--- config.mk ---
export PLATFORM = sky130hd
export DESIGN_NAME = hpa_queue
export DESIGN_NICKNAME = d
export VERILOG_FILES = /design/src/rtl/hpa_pkg.sv /design/src/rtl/hpa_queue.sv
export SDC_FILE = /design/constraint.sdc
export NUM_CORES = 1
export LEC_CHECK = 0
export ABC_AREA = 1
export ABC_CLOCK_PERIOD_IN_PS = 15540
export BUFFER_PORTS_ARGS = -buffer_cell sky130_fd_sc_hd__buf_4
export CORE_ASPECT_RATIO = 0.9
export CORE_MARGIN = 8
export CORE_UTILIZATION = 56
export DETAILED_ROUTE_END_ITERATION = 8
export PLACE_DENSITY_LB_ADDON = 0.05
export SETUP_SLACK_MARGIN = 0.02
export SLEW_MARGIN = 20
export SYNTH_ARGS = -nofsm -noshare
export SYNTH_HDL_FRONTEND = slang
export SYNTH_SLANG_ARGS = --single-unit
--- constraint.sdc ---
create_clock -name clk -period 15.54 [get_ports clk]
set_clock_uncertainty 0.05 [all_clocks]
set_input_delay 0.777 -clock clk [delete_from_list [all_inputs] [get_ports clk]]
set_output_delay 0.777 -clock clk [all_outputs]
set_load 0.05 [all_outputs]
--- src/rtl/hpa_pkg.sv ---
// hpa_pkg: shared types, constants and ring index helper for the helicity
// pattern asymmetry block. Depends on nothing; used by every rtl file.
`default_nettype none

package hpa_pkg;

  // ring of per-window increments and helicity
  localparam int RING_DEPTH = 24;
  localparam int RING_AW    = $clog2(RING_DEPTH);
  localparam int RING_XW    = RING_AW + 2;

  // pattern sums, their products and the asymmetry numerator/denominator
  localparam int SUM_W     = 40;
  localparam int PROD_W    = 2 * SUM_W;
  localparam int NUM_W     = PROD_W + 2;
  localparam int DIGIT_W   = 8;
  localparam int MUL_STEPS = SUM_W / DIGIT_W;
  localparam int Q_BITS    = 15;

  // configuration register indexes
  localparam logic [2:0] CFG_PATTERN_LENGTH = 3'd0;
  localparam logic [2:0] CFG_HELICITY_DELAY = 3'd1;
  localparam logic [2:0] CFG_SKIP_CYCLES    = 3'd2;
  localparam logic [2:0] CFG_MIN_BEAM       = 3'd3;

  // helicity codes: bit 1 valid, bit 0 helicity
  localparam logic [1:0] HEL_INVALID = 2'b00;
  localparam logic [1:0] HEL_ZERO    = 2'b10;
  localparam logic [1:0] HEL_ONE     = 2'b11;

  typedef struct packed {
    logic        cycle_start;
    logic        trig_helicity;
    logic [31:0] coinc_scaler;
    logic [31:0] accid_scaler;
    logic [31:0] bcm_scaler;
    logic [31:0] hel_scaler;
  } item_t;

  typedef struct packed {
    logic               asym_valid;
    logic signed [15:0] asym_uncorrected;
    logic signed [15:0] asym_corrected;
    logic               divide_fault;
    logic               err_incomplete_cycle;
    logic               err_helicity_mismatch;
    logic               err_low_beam;
  } result_t;

  // one classified window, handed from front to back
  typedef struct packed {
    logic               do_sum;
    logic [4:0]         plen;
    logic [RING_AW-1:0] sum_start;
    logic [RING_AW-1:0] wr_idx;
    logic [RING_AW-1:0] hel_idx;
    logic [1:0]         hstate;
    logic [31:0]        coinc_inc;
    logic [31:0]        accid_inc;
    logic [31:0]        charge_inc;
    logic               e_inc;
    logic               e_mis;
    logic               e_low;
  } cmd_t;

  // reduce a value below three ring depths to a ring index
  function automatic logic [RING_AW-1:0] ring_wrap(input logic [RING_XW-1:0] v);
    logic [RING_XW-1:0] r;
    if (v >= RING_XW'(2 * RING_DEPTH)) begin
      r = v - RING_XW'(2 * RING_DEPTH);
    end else if (v >= RING_XW'(RING_DEPTH)) begin
      r = v - RING_XW'(RING_DEPTH);
    end else begin
      r = v;
    end
    return r[RING_AW-1:0];
  endfunction

endpackage

`default_nettype wire

--- src/rtl/hpa_queue.sv ---
// hpa_queue: two-entry command queue between front and back.
// Depends on hpa_pkg for cmd_t.
`default_nettype none

module hpa_queue (
  input  wire logic          clk,
  input  wire logic          rst,
  input  wire logic          wr,
  input  wire hpa_pkg::cmd_t wr_data,
  output logic               full,
  input  wire logic          rd,
  output logic               q_empty,
  output hpa_pkg::cmd_t      rd_data
);

  hpa_pkg::cmd_t slots [2];
  logic       wr_ptr;
  logic       rd_ptr;
  logic [1:0] count;

  assign full    = (count == 2'd2);
  assign q_empty = (count == 2'd0);
  assign rd_data = slots[rd_ptr];

  // storage
  always_ff @(posedge clk) begin
    if (wr && !full) begin
      slots[wr_ptr] <= wr_data;
    end
  end

  // pointers and fill level
  always_ff @(posedge clk) begin
    if (rst) begin
      wr_ptr <= 1'b0;
      rd_ptr <= 1'b0;
      count  <= 2'd0;
    end else begin
      if (wr && !full) begin
        wr_ptr <= ~wr_ptr;
      end
      if (rd && !q_empty) begin
        rd_ptr <= ~rd_ptr;
      end
      count <= count + {1'b0, (wr && !full)} - {1'b0, (rd && !q_empty)};
    end
  end

endmodule

`default_nettype wire

Word level (Yosys, flattened, before mapping)
Memory sizes are Yosys's and may differ from the RTL's. A register that Yosys moved wholly into a read port is not among the register bits.
Cells that the tools add are included.
- add/sub/neg operators: 2
- equality and inequality tests: 1
- mux-type cells: 4
- bitwise gates (word level): 2
- reductions and logical operators: 5
- operator list (operator ; count):
    $mux 1 ; 4
    $add 2x1->2 ; 1
    $eq 2x2->1 const B ; 1
    $logic_and 1x1->1 ; 2
    $logic_not 1->1 ; 2
    $logic_not 2->1 ; 1
    $not 1->1 ; 2
    $sub 2x1->2 ; 1
- bits in registers: 4
- bits in writable memories: 244
- input bits: 126
- output and inout bits: 124
- word-level logic and storage cells: 18
- memories kept: 1
- memories (memory ; depth ; width ; read ports ; clocked after memory_dff ; wr ports ; line ; source):
    slots ; 2 ; 122 ; 1 ; 1 ; 1 ; hpa_queue.sv:16 ; hpa_pkg::cmd_t slots [2];

Logic depth before layout (Yosys ltp)
Gate-level depths: netlist of run 1.
- word-level depth: 5
- gate-level depth with buffers: 11
- gate-level depth less buffers: 11

Least setup slack after synthesis of run 1
OpenSTA, ideal clock, no wires.
- path type: input to register
- start: input port wr
- end: memory slots[0][0] (netlist bit), enable pin
- library setup time: 604 ps
- arrival time: 5916 ps
- data required time: 14886 ps
- slack: 8970 ps
- cell stages on the path: 2
- path buffers: 0
- cell sequence: nand2_1 > nor2_1
- word-level cells in the longest chain between the ends: 3
- ends and longest elaborated chain (element ; line ; source):
    start: declaration ; hpa_queue.sv:8 ; input wire logic wr,
    $logic_and 1x1->1 ; hpa_queue.sv:27 ; if (wr && !full) begin
    $mux 1 ; hpa_queue.sv:27 ;
    $mux 1 (not written as such) ; hpa_queue.sv:28 ; slots[wr_ptr] <= wr_data;
    end: declaration ; hpa_queue.sv:16 ;
No other way between the ends.

==> results.toml, run 1 <==
[place]
post-dp-hpwl_um = 12600
port_buffers = 249
gpl.final_weighted_congestion = 0.725

[critical_path]
cp_slowest_stage_delay_ns = 0.99
crit_top_cell = "buf_4"
ff2ff_path_depth = 5
cpMaxStageDelayCell = "dfxtp_4"
crit_type = "reg2out"
rr_endpoint = "slots[1][11]"
reg2reg_from = "count[0]"
crit_chain = "buf_4 -> mux2_2 -> buf_4"
arrival_ns = 3.16
cp.required_ns = 14.71
worst-path-buf-inv = 2
cpLargestDelayFamily = "buffers and inverters"
r2r_setup_slack_ns = 12.96
critPathMaxFanout = 62
start_kind = "flop"
end_kind = "output pin"

[outcome]
status = "finished clean"

[pwr]
leakage_nw = 4.79
irDropWorstVdd_mv = 0.110
power_density_mw_per_mm2 = 190

[cells_and_area]
final.fill_count = 1029
areaGrowthSynthToFinish_pct = 30.7
mostFrequentLayoutCell = "buf_4"
num_antenna_cells = 0
utilization_pct = 73.7
drive_above_1_share_pct = 59.0
layout_common_cells = "253 x buf_4, 244 x edfxtp_1, 80 x mux2_4"
final_net_count = 813

[clocking]
cts_sinks = 249
cts.path.max_buffers = 3
cts_tree = "built"
path_clk_slew_ns = 0.06
cts_buffers = 25
cts.htree.levels = 1
cts-resized-gates = 0
postCtsSetupBuffers = 0
clk_latency_ns = 0.50
hold_buffers = 0
cts-root-buf = "clkbuf_16"

[yosys]
yosysSeqAreaShare_pct = 79.1
ys_ff_latch = 249
ys_types = 13
yosys.area.top_type_share_pct = 78.0
synthTopCellsByArea = "edfxtp_1 78%, mux2_4 13%, mux2_2 5.0%"
syn_area_mm2 = 0.00939
yosysTopAreaCell = "edfxtp_1"
synth_warnings = 0
synth_cells = 419
syn_nets = 547
postSynthAreaPerCell_um2 = 22.4

[hold_path]
hold_depth = 2
hold_path_class = "in2reg"
hp-start = "rst"
holdPathEnd = "count[0]"

[global_routing]
antenna_found_initial = 0
grt_pass1_vias = 5154
overflow = 0
grtUsageTotal_pct = 16.9
grt_max_degree = 73
grt_pass1_wl_um = 28200

[die]
core-area_mm2 = 0.0167
die-height_um = 139
start_util_pct = 56.3
row_count = 45
die_area_mm2 = 0.0212
ios = 250
die-width_um = 152

[timing]
relSlewSlack_pct = 28.0
slew_viol_final = 0
tightest_slew_ns = 1.08
fmax_ghz = 0.251
min_period_over_period_pct = 25.6
setup_tns_ns = 0
setup_viol = 0
hold_violations = 0
layout_min_cycle_time_ns = 3.98
rsz0062_at_grt = "false"

[routing]
wl_per_cell_um = 20.2
via_count = 4667
postRouteAntennaNets = 0
dr.pass1.iters = 4
viasPerCell = 5.11
wirelength_um = 18500
drtIter0Drc = 288
route.detailed.drc = 0

[flow_run]
drv_cap = 0
-- flip-flops by register name (all words and copies together), names as in the netlist, named ones only --
register	count
count	2
slots	244
wr_ptr	1
rd_ptr	1
-- synth_stat cells --
master and number:
inv_1 10, nor2_1 9, nand3_1 3, nand2_1 8, buf_6 9, dfxtp_1 5
mux2_2 42, buf_8 1, mux2_4 80, edfxtp_1 244, a21oi_1 2, ha_1 2
buf_2 4
-- worst max-delay path by stage --
stage / to / cells past startpoint / slack [ns] / from
3_5_place_dp: rd_data[8] / 3 / 12.04 / flop
3_3_place_gp: rd_data[7] / 3 / 12.07 / flop
5_1_grt: rd_data[8] / 3 / 11.40 / flop
4_1_cts: rd_data[8] / 3 / 11.51 / flop
2_1_floorplan: slots[0][0] / 2 / 8.97 / wr
6_report: rd_data[121] / 3 / 11.56 / flop
-- per-stage QoR --
step | cell area [um^2] | cells | hold slack, ns | setup WS, ns | total power, mW
2_1_floorplan | 9390 | 419 | 0.417 | 8.97 | 1.53
3_3_place_gp | 11400 | 869 | 0.439 | 12.07 | 1.73
3_5_place_dp | 11400 | 869 | 0.437 | 12.04 | 1.74
4_1_cts | 12300 | 914 | 0.372 | 11.51 | 2.36
5_1_grt | 12300 | 914 | 0.379 | 11.40 | 2.41
6_report | 12300 | 914 | 0.392 | 11.56 | 2.33
-- worst register-to-register path: cells and delay by family (launching register included) --
family,cells,cell delay [ns]
buffers and inverters,3,1.46
flip-flops,1,0.36
AND/OR/NAND/NOR,2,0.29
-- where the power goes --
part | total (mW) | switching (mW) | internal [mW]
combinational | 0.821 | 0.530 | 0.291
sequential | 0.900 | 0.0462 | 0.854
clock | 0.609 | 0.233 | 0.376
total | 2.33 | 0.809 | 1.52
-- cell type report --
type,instances,area (um^2),share of cell area (%)
Sequential cell,249,7430,60.5
Clock inverter,18,213,1.73
Multi-Input combinational cell,146,1800,14.6
Tap cell,211,264,2.15
Timing Repair Buffer,253,1900,15.5
Inverter,10,40.0,0.326
Clock buffer,27,633,5.16
-- logic make-up after synthesis --
group	share of synthesized area [%]
compound gates	0.107
fa+ha+maj	0.266
buf+inv	1.85
flops	79.1
mux	17.8
simple gates	0.839
-- per-layer routing --
layer	global-route usage [%]	up-vias	routed length (um)
met5	0	-	0
met4	4.79	0	419
met3	6.23	29	1770
met2	29.2	187	9220
met1	19.7	2282	7080
li1	-	2169	-
Power figures use the tool's default switching activity.
==> run 2: changes to the inputs <==
- ABC_CLOCK_PERIOD_IN_PS: 15540 -> 3600
- CORE_UTILIZATION: 56 -> 47
- clock period: 15.54 -> 3.6 ns (I/O delays scaled with it)
==> run 2 against run 1 <==
Effect of this change:
- sequential cell count is the same
- critical path depth is the same
- final cell count grew 19%
- sequential power grew to 4.2 times the previous value
- global-route usage shrank 1.1 points
- largest power group is now combinational logic
- highest routed layer unchanged
- die area grew 17%
- wire length grew 11%
- clock-buffer cell count grew 3
- worst setup slack lost 10 ns
==> results.toml, run 2 (same netlist as run 1, synthesis figures left out) <==
[routing]
route.detailed.drc = 0
dr.max_layer_used = "met4"
wl_per_cell_um = 18.9
viasPerCell = 4.73
via_count = 5141
wirelength_um = 20500
drt-met1-wl_um = 8060
wl_met3_um = 1610
drtIter0Drc = 242
wl_met2_um = 10300
dr.pass1.iters = 4
postRouteAntennaNets = 0

[clocking]
path_clk_slew_ns = 0.06
cts_sinks = 249
cts_buffers = 26
clk_latency_ns = 0.51
cts_tree = "built"
cts.path.max_buffers = 3
cts.htree.levels = 1
cts-resized-gates = 0
cts-root-buf = "clkbuf_16"

[place]
post-dp-hpwl_um = 13200
gpl.final_weighted_congestion = 0.717
port_buffers = 249

[critical_path]
cp.required_ns = 3.37
arrival_ns = 2.13
start_kind = "flop"
endpoint = "rd_data[121]"
critPathMaxFanout = 36
ff2ff_path_depth = 5
r2r_setup_slack_ns = 1.43
reg2reg_from = "count[0]"
end_kind = "output pin"
rr_endpoint = "slots[0][49]"
crit_type = "reg2out"

[cells_and_area]
reg_top3 = "slots (244), count (2)"
areaGrowthSynthToFinish_pct = 45.3
drive_above_1_share_pct = 50.1
largest_reg_flops = 244
utilization_pct = 68.9
final.fill_count = 1263
final_net_count = 941
layout_common_cells = "251 x buf_4, 244 x edfxtp_1, 125 x dlygate4sd3_1"
mostFrequentLayoutCell = "buf_4"
top_register = "slots"

[timing]
relSlewSlack_pct = 44.9
layout_min_cycle_time_ns = 2.36
tightest_slew_ns = 0.824
whs_ns = 0.331
hold_violations = 0
setup_tns_ns = 0
slew_viol_final = 0
setup_viol = 0
rsz0062_at_grt = "false"
fmax_ghz = 0.424
min_period_over_period_pct = 65.5

[die]
die_area_mm2 = 0.0248
start_util_pct = 47.4
core-area_mm2 = 0.0198
row_count = 49
die-width_um = 165
die-height_um = 150
ios = 250

[global_routing]
overflow = 0
antenna_found_initial = 1
grt_pass1_vias = 5600
grt_pass1_wl_um = 30400
grt_max_degree = 80
grtUsageTotal_pct = 15.9

[pwr]
power_density_mw_per_mm2 = 745
leakage_nw = 5.34
irDropWorstVdd_mv = 0.462

[hold_path]
hold_path_class = "in2reg"

[outcome]
status = "finished clean"

[flow_run]
drv_cap = 0
## run 2: cell types whose count changed in the layout (fill, tap and decap cells not counted)
cell	change
buf_12	+4
buf_4	-2
bufinv_16	-2
clkbuf_1	+1
clkbuf_16	+2
clkinv_1	+1
clkinv_4	+1
clkinvlp_4	-2
diode_2	+1
dlygate4sd3_1	+125
## run 2: worst max-delay path, stage by stage (launching register included)
cell     delay, ns
dfxtp_4       0.40
buf_4         0.57
mux2_2        0.41
buf_4         0.19
## run 2: power by group
part           internal (mW)  leakage (nW)  switching, mW  total [mW]
Sequential              3.68          2.32          0.106        3.78
Combinational           1.37          2.60           2.43        3.80
Clock                   1.57         0.413           1.01        2.58
## run 2: timing repair
action,CTS,global route
buffers inserted,0,0
endpoints found under the hold margin,249,0
hold buffers,125,0
## run 2: worst min path at each step
stage	start	endpoint	slack (ns)	cells past startpoint
finish	rst	count[0]	0.33	3
global route	rst	count[0]	0.32	3
CTS	rst	count[0]	0.31	3
detailed placement	rst	count[0]	0.30	2
global placement	rst	count[0]	0.30	2
floorplan	rst	count[0]	0.20	1
## run 2: layout make-up
type / count / area (um^2) / area share (%)
Antenna cell: 1 / 2.50 / 0.0183
Clock buffer: 30 / 687 / 5.04
Clock inverter: 16 / 150 / 1.10
Inverter: 10 / 40.0 / 0.294
Multi-Input combinational cell: 146 / 1800 / 13.2
Sequential cell: 249 / 7430 / 54.5
Tap cell: 255 / 319 / 2.34
Timing Repair Buffer: 380 / 3220 / 23.6
## run 2: per-stage QoR
stage / std cells / worst slack [ns] / cell area (um^2) / power, mW
3_5_place_dp: 915 / 1.41 / 11500 / 7.58
4_1_cts: 1086 / 1.21 / 13600 / 10.3
6_report: 1087 / 1.24 / 13600 / 10.2
2_1_floorplan: 419 / 0.129 / 9400 / 6.57
5_1_grt: 1087 / 1.16 / 13600 / 10.6
3_3_place_gp: 915 / 1.47 / 11500 / 7.53
## run 2: metal layers
metal  track usage [%]  vias to the layer above
met2              27.2                      177
met4              5.31                        0
met3              4.79                       38
met1              18.7                     2491
li1                  -                     2435
met5                 0                        -
