[config.mk]
export PLATFORM = sky130hd
export DESIGN_NAME = hpa_front
export DESIGN_NICKNAME = d
export VERILOG_FILES = /design/src/rtl/hpa_pkg.sv /design/src/rtl/hpa_front.sv
export SDC_FILE = /design/constraint.sdc
export NUM_CORES = 1
export LEC_CHECK = 0
export BUFFER_PORTS_ARGS = -buffer_cell sky130_fd_sc_hd__buf_2
export CAP_MARGIN = 10
export CORE_ASPECT_RATIO = 0.7
export CORE_MARGIN = 2
export CORE_UTILIZATION = 45
export DETAILED_ROUTE_END_ITERATION = 10
export PLACE_DENSITY_LB_ADDON = 0.25
export SLEW_MARGIN = 25
export SYNTH_ARGS = -nofsm -noshare
export SYNTH_HDL_FRONTEND = slang
export SYNTH_SLANG_ARGS = --single-unit
export TNS_END_PERCENT = 50
[constraint.sdc]
create_clock -name clk -period 12.3 [get_ports clk]
set_input_delay 1.23 -clock clk [delete_from_list [all_inputs] [get_ports clk]]
set_output_delay 1.23 -clock clk [all_outputs]
set_load 0.01 [all_outputs]
[src/rtl/hpa_pkg.sv]
// hpa_pkg: shared types, constants and ring index helper for the helicity
// pattern asymmetry block. Depends on nothing; used by every rtl file.
`default_nettype none

package hpa_pkg;

  // ring of per-window increments and helicity
  localparam int RING_DEPTH = 24;
  localparam int RING_AW    = $clog2(RING_DEPTH);
  localparam int RING_XW    = RING_AW + 2;

  // pattern sums, their products and the asymmetry numerator/denominator
  localparam int SUM_W     = 40;
  localparam int PROD_W    = 2 * SUM_W;
  localparam int NUM_W     = PROD_W + 2;
  localparam int DIGIT_W   = 8;
  localparam int MUL_STEPS = SUM_W / DIGIT_W;
  localparam int Q_BITS    = 15;

  // configuration register indexes
  localparam logic [2:0] CFG_PATTERN_LENGTH = 3'd0;
  localparam logic [2:0] CFG_HELICITY_DELAY = 3'd1;
  localparam logic [2:0] CFG_SKIP_CYCLES    = 3'd2;
  localparam logic [2:0] CFG_MIN_BEAM       = 3'd3;

  // helicity codes: bit 1 valid, bit 0 helicity
  localparam logic [1:0] HEL_INVALID = 2'b00;
  localparam logic [1:0] HEL_ZERO    = 2'b10;
  localparam logic [1:0] HEL_ONE     = 2'b11;

  typedef struct packed {
    logic        cycle_start;
    logic        trig_helicity;
    logic [31:0] coinc_scaler;
    logic [31:0] accid_scaler;
    logic [31:0] bcm_scaler;
    logic [31:0] hel_scaler;
  } item_t;

  typedef struct packed {
    logic               asym_valid;
    logic signed [15:0] asym_uncorrected;
    logic signed [15:0] asym_corrected;
    logic               divide_fault;
    logic               err_incomplete_cycle;
    logic               err_helicity_mismatch;
    logic               err_low_beam;
  } result_t;

  // one classified window, handed from front to back
  typedef struct packed {
    logic               do_sum;
    logic [4:0]         plen;
    logic [RING_AW-1:0] sum_start;
    logic [RING_AW-1:0] wr_idx;
    logic [RING_AW-1:0] hel_idx;
    logic [1:0]         hstate;
    logic [31:0]        coinc_inc;
    logic [31:0]        accid_inc;
    logic [31:0]        charge_inc;
    logic               e_inc;
    logic               e_mis;
    logic               e_low;
  } cmd_t;

  // reduce a value below three ring depths to a ring index
  function automatic logic [RING_AW-1:0] ring_wrap(input logic [RING_XW-1:0] v);
    logic [RING_XW-1:0] r;
    if (v >= RING_XW'(2 * RING_DEPTH)) begin
      r = v - RING_XW'(2 * RING_DEPTH);
    end else if (v >= RING_XW'(RING_DEPTH)) begin
      r = v - RING_XW'(RING_DEPTH);
    end else begin
      r = v;
    end
    return r[RING_AW-1:0];
  endfunction

endpackage

`default_nettype wire

[src/rtl/hpa_front.sv]
// hpa_front: configuration registers, increments, error checks and pattern
// bookkeeping for each window. Depends on hpa_pkg.
`default_nettype none

module hpa_front (
  input  wire logic           clk,
  input  wire logic           rst,
  input  wire logic           push,
  input  wire hpa_pkg::item_t item,
  input  wire logic           q_full,
  output logic                cmd_push,
  output hpa_pkg::cmd_t       cmd,
  input  wire logic           wr_en,
  input  wire logic [2:0]     wr_index,
  input  wire logic [15:0]    wr_data
);

  localparam logic [5:0]        FLIP_SAT   = 6'd62;
  localparam logic [5:0]        FLIP_RESET = 6'd63;
  localparam logic signed [5:0] GOOD_MAX   = 6'sd31;
  localparam logic signed [5:0] GOOD_RESET = -6'sd3;

  logic [4:0]  pattern_length;
  logic [4:0]  helicity_delay;
  logic [3:0]  skip_cycles;
  logic [15:0] min_beam_increment;

  logic [31:0] last_coinc;
  logic [31:0] last_accid;
  logic [31:0] last_charge;
  logic [31:0] last_hel_count;
  logic [hpa_pkg::RING_AW-1:0] window_index;
  logic        first_window;
  logic [5:0]  flip_count;
  logic signed [5:0] good_patterns;

  logic [hpa_pkg::RING_AW-1:0] w;
  logic [hpa_pkg::RING_AW-1:0] dm;
  logic [hpa_pkg::RING_AW-1:0] pm;
  logic [hpa_pkg::RING_AW-1:0] hidx;
  logic [5:0]  flip_count_next;
  logic signed [5:0] good_patterns_next;
  logic signed [5:0] neg_skip;
  logic signed [5:0] gp_a;
  logic        do_sum;
  logic        e_inc;
  logic        e_low;
  logic        e_mis;
  logic [31:0] beam;
  logic [31:0] dh;
  logic [1:0]  hstate;
  logic        accept;

  assign accept   = push && !q_full;
  assign cmd_push = accept;

  // ring positions for this window
  assign w  = (window_index == hpa_pkg::RING_AW'(hpa_pkg::RING_DEPTH - 1)) ? '0
            : window_index + 1'b1;
  assign dm = hpa_pkg::ring_wrap(hpa_pkg::RING_XW'(helicity_delay));
  assign pm = hpa_pkg::ring_wrap(hpa_pkg::RING_XW'(pattern_length));
  assign hidx = hpa_pkg::ring_wrap(hpa_pkg::RING_XW'(w)
              + hpa_pkg::RING_XW'(hpa_pkg::RING_DEPTH - 1) - hpa_pkg::RING_XW'(dm));

  // pattern length check and good pattern count
  assign neg_skip = 6'sd0 - $signed({2'b00, skip_cycles});

  always_comb begin
    flip_count_next = (flip_count == FLIP_SAT) ? flip_count : flip_count + 6'd1;
    gp_a  = good_patterns;
    e_inc = 1'b0;
    if (item.cycle_start) begin
      if (gp_a < GOOD_MAX) begin
        gp_a = gp_a + 6'sd1;
      end
      if (flip_count_next != {1'b0, pattern_length}) begin
        gp_a  = neg_skip;
        e_inc = 1'b1;
      end
      flip_count_next = '0;
    end
    do_sum = gp_a > $signed({2'b00, skip_cycles});
    good_patterns_next = do_sum ? gp_a - 6'sd1 : gp_a;
    if (e_low || e_mis) begin
      good_patterns_next = neg_skip;
    end
  end

  // beam level
  assign beam  = item.bcm_scaler - last_charge;
  assign e_low = !($signed(beam) > $signed({16'b0, min_beam_increment}));

  // scaler helicity against trigger helicity
  assign dh = item.hel_scaler - last_hel_count;
  always_comb begin
    if (dh == '0) begin
      hstate = hpa_pkg::HEL_ZERO;
    end else if (!dh[31]) begin
      hstate = hpa_pkg::HEL_ONE;
    end else begin
      hstate = hpa_pkg::HEL_INVALID;
    end
  end
  assign e_mis = !first_window && (!hstate[1] || (hstate[0] != item.trig_helicity));

  // command to the back end
  always_comb begin
    cmd.do_sum     = do_sum;
    cmd.plen       = pattern_length;
    cmd.sum_start  = hpa_pkg::ring_wrap(hpa_pkg::RING_XW'(hidx)
                   + hpa_pkg::RING_XW'(hpa_pkg::RING_DEPTH + 1) - hpa_pkg::RING_XW'(pm));
    cmd.wr_idx     = w;
    cmd.hel_idx    = hpa_pkg::ring_wrap(hpa_pkg::RING_XW'(w)
                   + hpa_pkg::RING_XW'(hpa_pkg::RING_DEPTH) - hpa_pkg::RING_XW'(dm));
    cmd.hstate     = hstate;
    cmd.coinc_inc  = item.coinc_scaler - last_coinc;
    cmd.accid_inc  = item.accid_scaler - last_accid;
    cmd.charge_inc = e_low ? '0 : beam;
    cmd.e_inc      = e_inc;
    cmd.e_mis      = e_mis;
    cmd.e_low      = e_low;
  end

  // configuration writes
  always_ff @(posedge clk) begin
    if (rst) begin
      pattern_length     <= 5'd4;
      helicity_delay     <= 5'd0;
      skip_cycles        <= 4'd3;
      min_beam_increment <= 16'd10;
    end else if (wr_en) begin
      unique case (wr_index)
        hpa_pkg::CFG_PATTERN_LENGTH: pattern_length     <= wr_data[4:0];
        hpa_pkg::CFG_HELICITY_DELAY: helicity_delay     <= wr_data[4:0];
        hpa_pkg::CFG_SKIP_CYCLES:    skip_cycles        <= wr_data[3:0];
        hpa_pkg::CFG_MIN_BEAM:       min_beam_increment <= wr_data;
        default: ;
      endcase
    end
  end

  // window state
  always_ff @(posedge clk) begin
    if (rst) begin
      last_coinc     <= '0;
      last_accid     <= '0;
      last_charge    <= '0;
      last_hel_count <= '0;
      window_index   <= hpa_pkg::RING_AW'(hpa_pkg::RING_DEPTH - 1);
      first_window   <= 1'b1;
      flip_count     <= FLIP_RESET;
      good_patterns  <= GOOD_RESET;
    end else if (accept) begin
      last_coinc     <= item.coinc_scaler;
      last_accid     <= item.accid_scaler;
      last_charge    <= item.bcm_scaler;
      last_hel_count <= item.hel_scaler;
      window_index   <= w;
      first_window   <= 1'b0;
      flip_count     <= flip_count_next;
      good_patterns  <= good_patterns_next;
    end
  end

endmodule

`default_nettype wire

Word level (Yosys, flattened, before mapping). Cells that the tools add are included.

Bits of input ports: 154. Bits in registers: 176.

Reductions and logical operators: 14. $lt $le $gt $ge: 11. $add $sub $neg: 23. Equal/unequal tests: 7. Multiplexer cells: 21.

Operators by type and width (number): 32-bit subtractor (4); 5-bit two-way mux (9); 6-bit two-way mux (7); 5-bit subtractor, second input constant (8); 32-bit by 17-bit greater-than comparator with 1-bit output (1); 32-bit logical NOT (1); 32-bit two-way mux (1); 7-bit by 5-bit greater-or-equal comparator with 1-bit output, second input constant (3); 7-bit by 6-bit greater-or-equal comparator with 1-bit output, second input constant (3); 6-bit by 5-bit subtractor with 7-bit output (3); 5-bit by 5-bit adder with 6-bit output, second input constant (3); 5-bit greater-or-equal comparator, second input constant (2); 2-bit AND reduction (4); 6-bit by 1-bit adder with 6-bit output, second input constant (1); 6-bit by 2-bit adder with 6-bit output, second input constant (1); 3-bit by 2-bit == test with 1-bit output, second input constant (2); 6-bit == test, second input constant (1); 6-bit by 5-bit greater-than comparator with 1-bit output (1); 6-bit < comparator, second input constant (1); 6-bit by 5-bit != test with 1-bit output (1); 6-bit by 2-bit subtractor with 6-bit output, second input constant (1); 5-bit by 1-bit adder with 5-bit output, second input constant (1); 5-bit == test, second input constant (1); 1-bit by 4-bit subtractor with 5-bit output, first input constant (1); 8 further kinds (15).

Longest topological paths before layout.
Depth in word-level cells: 12. Mapped depth: 26. Depth with buffers taken out: 25.

Worst setup path after synthesis. OpenSTA, ideal clock, no wires.

Path kind: input to output. Start point: in item[32] in the netlist's numbering. End point: out cmd[0] in the netlist's numbering. Arrival: 4.919 ns. Required time: 11.070 ns. Cell stages on the path: 21. Path slack: 6.151 ns. Buffers on the path: 2. Cell sequence: inv_1 -> ha_1 -> inv_1 -> fa_1 -> a21oi_1 -> o211ai_1 -> a211o_1 -> a21oi_1 -> nand2_1 -> xnor2_1 -> inv_1 -> ha_1 -> a21o_1 -> a211oi_1 -> nand2_1 -> nor2_1 -> o311ai_0 -> nor4bb_1 -> a31o_1 -> buf_1 -> buf_4.

Cells in the longest elaborated chain, start to end: 3.

RTL lines: start, declared (line hpa_front.sv:9) `input wire hpa_pkg::item_t item,`; 32-bit subtractor (line hpa_front.sv:90) `assign beam = item.bcm_scaler - last_charge;`; 32-bit by 17-bit greater-than comparator with 1-bit output (line hpa_front.sv:91) `assign e_low = !($signed(beam) > $signed({16'b0, min_beam_increment}));`; 1-bit logical NOT (line hpa_front.sv:91); end, declared (line hpa_front.sv:12) `output hpa_pkg::cmd_t cmd,`.

No other way between the ends.

==> results.md <==
Timing:
- The number of endpoints with negative hold slack in the final report is 0.
- Setup repair after global routing left no endpoint under its margin.
- For this run, the top clock speed supported by timing is approximately 140 MHz.
- The minimum period implied by the final worst setup slack is about 7.3 ns.
- The period utilization is 0.592.
- At the pin with the least slew margin, the transition time is around 1.0 ns.
- In this run the tightest slew margin relative to its limit is 0.332.
- Setup violations remaining at the end of the flow were counted as 0.
- The setup TNS is 0 ns.
- The clock arrives with ~0.016 ns of skew.
- The count of pins over their slew limit came to 0.

Setup path:
- STA puts the critical path data arrival time at a little over 6 ns.
- The depth of the worst register-to-register path is 22.
- The critical path data required time is roughly 11 ns.
- The largest delay contributor family on the critical path is compound AO/OA/AOI/OAI gates.
- The critical path depth is 22.
- The maximum net fanout on the critical path is 24.
- For this design, the slowest cell found on the critical path is sky130_fd_sc_hd__a31o_1.
- The most prevalent standard cell on the critical path is sky130_fd_sc_hd__inv_1.
- Traced cell by cell, the critical path runs through buf_2 > inv_1 > ha_1 > inv_1 > fa_1 > a21oi_1 > o211ai_1 > a211o_1 > a21oi_1 > nand2_1 > xnor2_1 > inv_1 > ha_1 > a21o_1 > a211oi_1 > nand2_1 > nor2_1 > o311ai_0 > nor4bb_1 > a31o_1 > nor2_1 > buf_2.
- The critical path contains buffers and inverters numbering 5 combined.
- The delay of the slowest critical-path stage is between 0.7 and 0.8 ns.
- The category of the worst setup path launch point is an input port.
- The critical path is of the in -> out type.
- The worst setup path is captured at an output pin.

Die:
- The area enclosed by the die boundary is 0.0358 mm^2.
- The height of the chip is roughly 160 um.
- The standard-cell row count is 56.
- 277 I/O pins were placed.
- The floorplan step defined a core boundary enclosing between 0.03 and 0.04 mm^2.
- The horizontal die dimension is between 200 and 250 um.
- For this configuration, the core starts out at a cell density of 0.458.

Logic synthesis:
- The area share of the leading cell type in the synthesized netlist is 0.229.
- Yosys attributes the largest share of cell area to sky130_fd_sc_hd__dfxtp_1 (23%), sky130_fd_sc_hd__ha_1 (14%), sky130_fd_sc_hd__nand2_1 (8.9%).
- The library cell occupying the most area in the post-synthesis netlist is sky130_fd_sc_hd__dfxtp_1.
- The number of storage elements in the synthesis netlist is 176.
- The synthesized netlist net count is 2,463.
- The number of different library cells used by synthesis comes to 91.
- The Yosys step of the flow raised 0 warnings.
- The mux cell area share after synthesis is 0.0118.
- After synthesis, the share of flip-flops with an asynchronous set or reset is 0.
- The area share of and/or/nand/nor cells after synthesis is 0.223.
- The per-instance average area after synthesis is a little over 7 um^2.
- The fraction of the mapped netlist area in compound gates came to 0.241.
- The main combinational cell family by area after synthesis is compound AO/OA/AOI/OAI gates.
- The cell count after synthesis is 2,129.
- The number of enable-type register cells in the synthesized netlist is 0.
- For this run, the leading register cell type out of synthesis is sky130_fd_sc_hd__dfxtp_1.
- The fraction of synthesized cell area in xor and xnor cells is 0.0681.
- Of the synthesized area, sequential elements account for 0.229.
- The post-synthesis adder-cell area fraction is 0.149.
- Summing every instance area after synthesis gives ~0.015 mm^2.

GRT:
- Entering global routing, the biggest net connects 88 pins.
- The global-route total usage across every layer is 0.243.
- The via count of the first global-routing pass is ~14k.
- Summed over all layers, the global routing overflow is 0.
- The initial antenna violation count came to 9.
- The first global-routing pass estimated ~70,000 um of wire.

Cells and area:
- The finished cells cover between 0.015 and 0.02 mm^2.
- After filler insertion, the fill cell instance count of the layout stands at 3,339.
- The net count of the finished layout is ~2.7k.
- Relative to the synthesized area, the layout overhead comes to 14.7%.
- The fraction of final layout cells sized beyond drive strength 1 is 0.146.

Power and ir drop:
- The analysis attributes to net switching a power of 0.853 mW.
- In this run the power density over the cells is 124 mW/mm^2.
- The fraction of power spent switching nets is 0.388.
- Of the total power, registers draw 0.279.
- Overall power consumption after layout is estimated at between 2 and 2.5 mW.
- The internal power consumption is 1.34 mW.
- Across the VDD grid, the largest voltage drop is 0.275 mV.
- The fraction of power consumed by the clock network is 0.275.
- For this design the static power due to leakage is about 7.6 nW.
- The portion of total power attributed to combinational logic is 0.447.

Routing:
- The number of violations reported at the end of detailed-routing iteration 0 is roughly 1.1k.
- The post-detailed-route wirelength per cell is 15.5 um.
- After detailed routing, the number of vias per cell comes to between 5 and 6.
- Once detail routing completed, the nets flagged for antenna violations numbered 0.
- Wires add up to 43,500 um.
- The routed layout has around 15k vias.
- For this run, design rule violations remaining after detail routing come to 0.
- The first detailed-routing pass took 5 iterations.

Clock network:
- The post-CTS setup buffer count is 0.
- In this run, post-CTS hold repair placed 0 buffers.
- In this run, CTS created clock tree buffers numbering 17.
- The clock sink count is 176.
- The maximum root-to-sink buffer count is 2.
- The clock network latency to the later pin of the worst-skew pair is about 0.46 ns.
- TritonCTS built the clock tree.
- The clock transition time at the flip-flop clock pins of the worst setup and hold paths is about 0.06 ns.
- The clock tree synthesis step divided the H-tree into 4 levels.
- The count of instances resized after the clock tree is built is 0.
- CTS placed an instance of sky130_fd_sc_hd__clkbuf_16 at the clock tree root.

Placement:
- Once placement finished, the instance area stood at about 0.017 mm^2.
- Input and output buffers added on the ports amount to around 280.
- The final HPWL from detailed placement is approximately 34,000 um.
- The global placer's final weighted congestion is around 0.95.

Outcome:
- The run finished with clean final reports.

Job:
- The tool flagged a number of max-cap violations equal to 0.

Worst hold path:
- The number of stages on the worst hold path is 2.
- The worst hold path class is reg -> reg.
through the flow:
step	hold WS, ns	utilization	instances	setup slack [ns]
4_1_cts	0.457	0.525	2793	5.05
6_report	0.455	0.525	2799	5.02
2_1_floorplan	0.436	-	2129	6.15
3_3_place_gp	0.441	0.506	2761	5.35
5_1_grt	0.469	0.525	2799	4.61
3_5_place_dp	0.447	0.506	2761	5.15
cell usage in the layout, fill, tap and decap left out, types with 13 or more instances in the layout:
| master | netlist | layout |
|---|---|---|
| sky130_fd_sc_hd__nand2b_1 | 40 | 39 |
| sky130_fd_sc_hd__nor2b_1 | 44 | 44 |
| sky130_fd_sc_hd__a211oi_1 | 18 | 18 |
| sky130_fd_sc_hd__ha_1 | 174 | 174 |
| sky130_fd_sc_hd__clkbuf_16 | 0 | 17 |
| sky130_fd_sc_hd__xor2_1 | 39 | 39 |
| sky130_fd_sc_hd__nor2_1 | 121 | 121 |
| sky130_fd_sc_hd__a21oi_1 | 261 | 261 |
| sky130_fd_sc_hd__o21a_1 | 17 | 17 |
| sky130_fd_sc_hd__nand4_1 | 13 | 13 |
| sky130_fd_sc_hd__o211ai_1 | 17 | 17 |
| sky130_fd_sc_hd__nor3_1 | 31 | 31 |
| sky130_fd_sc_hd__inv_1 | 223 | 223 |
| sky130_fd_sc_hd__a31oi_1 | 20 | 20 |
| sky130_fd_sc_hd__o21ai_0 | 71 | 71 |
| sky130_fd_sc_hd__nand2_1 | 366 | 366 |
| sky130_fd_sc_hd__a21boi_0 | 14 | 14 |
| sky130_fd_sc_hd__xnor2_1 | 79 | 79 |
| sky130_fd_sc_hd__buf_2 | 4 | 274 |
| sky130_fd_sc_hd__and3_1 | 19 | 19 |
| sky130_fd_sc_hd__nand3_1 | 38 | 38 |
| sky130_fd_sc_hd__and2_1 | 15 | 15 |
| sky130_fd_sc_hd__mux2i_1 | 17 | 17 |
| sky130_fd_sc_hd__dfxtp_1 | 176 | 176 |
| sky130_fd_sc_hd__a21o_1 | 52 | 52 |
tightest hold or removal path, delay by kind of cell, from the launching register on:
kind / cells / cell delay, ns
flops: 1 / 0.31
compound gates: 1 / 0.05
simple gates: 1 / 0.05
synth_stat cells, types with 6 or more instances:
cell type and number:
sky130_fd_sc_hd__and3_1 19, sky130_fd_sc_hd__nand2_1 366, sky130_fd_sc_hd__mux2i_1 17, sky130_fd_sc_hd__o21a_1 17, sky130_fd_sc_hd__a21o_1 52, sky130_fd_sc_hd__and2_1 15, sky130_fd_sc_hd__dfxtp_1 176, sky130_fd_sc_hd__ha_1 174
sky130_fd_sc_hd__a21boi_0 14, sky130_fd_sc_hd__o22ai_1 7, sky130_fd_sc_hd__nand3b_1 8, sky130_fd_sc_hd__a31oi_1 20, sky130_fd_sc_hd__and4_1 8, sky130_fd_sc_hd__a21oi_1 261, sky130_fd_sc_hd__o2111ai_1 7, sky130_fd_sc_hd__buf_1 8
sky130_fd_sc_hd__xnor2_1 79, sky130_fd_sc_hd__a221o_1 6, sky130_fd_sc_hd__fa_1 6, sky130_fd_sc_hd__a22o_1 6, sky130_fd_sc_hd__nor3_1 31, sky130_fd_sc_hd__nor4_1 9, sky130_fd_sc_hd__a211oi_1 18, sky130_fd_sc_hd__o21bai_1 7
sky130_fd_sc_hd__nor2b_1 44, sky130_fd_sc_hd__nand3_1 38, sky130_fd_sc_hd__clkbuf_1 62, sky130_fd_sc_hd__o21ai_0 71, sky130_fd_sc_hd__nand2b_1 40, sky130_fd_sc_hd__nor2_1 121, sky130_fd_sc_hd__nor3b_1 7, sky130_fd_sc_hd__xor2_1 39
sky130_fd_sc_hd__nand4_1 13, sky130_fd_sc_hd__o21ai_1 11, sky130_fd_sc_hd__o211ai_1 17, sky130_fd_sc_hd__inv_1 223
state kept, by name (all words and copies together) (netlist names), 6 cells and up:
| signal | cells |
|---|---|
| good_patterns | 6 |
| flip_count | 6 |
| last_hel_count | 32 |
| last_accid | 32 |
| min_beam_increment | 16 |
| last_charge | 32 |
| last_coinc | 32 |
layer usage:
layer,GRT usage,wire [um]
met1,0.352,22000
met2,0.368,18600
met3,0.0415,2170
met4,0.0671,715
met5,0,8
power by group through the flow:
stage | clock (mW) | sequential, mW | combinational (mW)
6_report | 0.603 | 0.612 | 0.982
5_1_grt | 0.644 | 0.615 | 1.10
4_1_cts | 0.622 | 0.612 | 0.979
3_5_place_dp | 0 | 0.625 | 0.971
3_3_place_gp | 0 | 0.624 | 0.944
2_1_floorplan | 0 | 0.621 | 0.688
layout make-up:
| class | instances | area, um^2 | share of cell area |
|---|---|---|---|
| Antenna cell | 6 | 15.0 | 0.000850 |
| Clock buffer | 19 | 453 | 0.0256 |
| Clock inverter | 13 | 185 | 0.0105 |
| Inverter | 224 | 843 | 0.0477 |
| Multi-Input combinational cell | 1647 | 10700 | 0.605 |
| Sequential cell | 176 | 3520 | 0.199 |
| Tap cell | 435 | 544 | 0.0308 |
| Timing Repair Buffer | 279 | 1410 | 0.0797 |
cells by family after synthesis:
logic type               Yosys count
AND/OR/NAND/NOR                  743
AO/OA/AOI/OAI                    586
buffers and inverters            306
adder cells (fa/ha/maj)          180
flip-flops                       176
XOR/XNOR                         119
multiplexers                      18
other                              1
path summary, 6_finish.rpt:
path / from / end / slack [ns]
setup / recovery: item[32] / cmd[11] / 5.02
setup reg to reg: last_charge[0] / good_patterns[3] / 6.74
hold / removal: last_accid[26] / last_accid[26] / 0.46
hold reg to reg: last_accid[26] / last_accid[26] / 0.46
No activity file was read; power rests on OpenSTA's default activity.
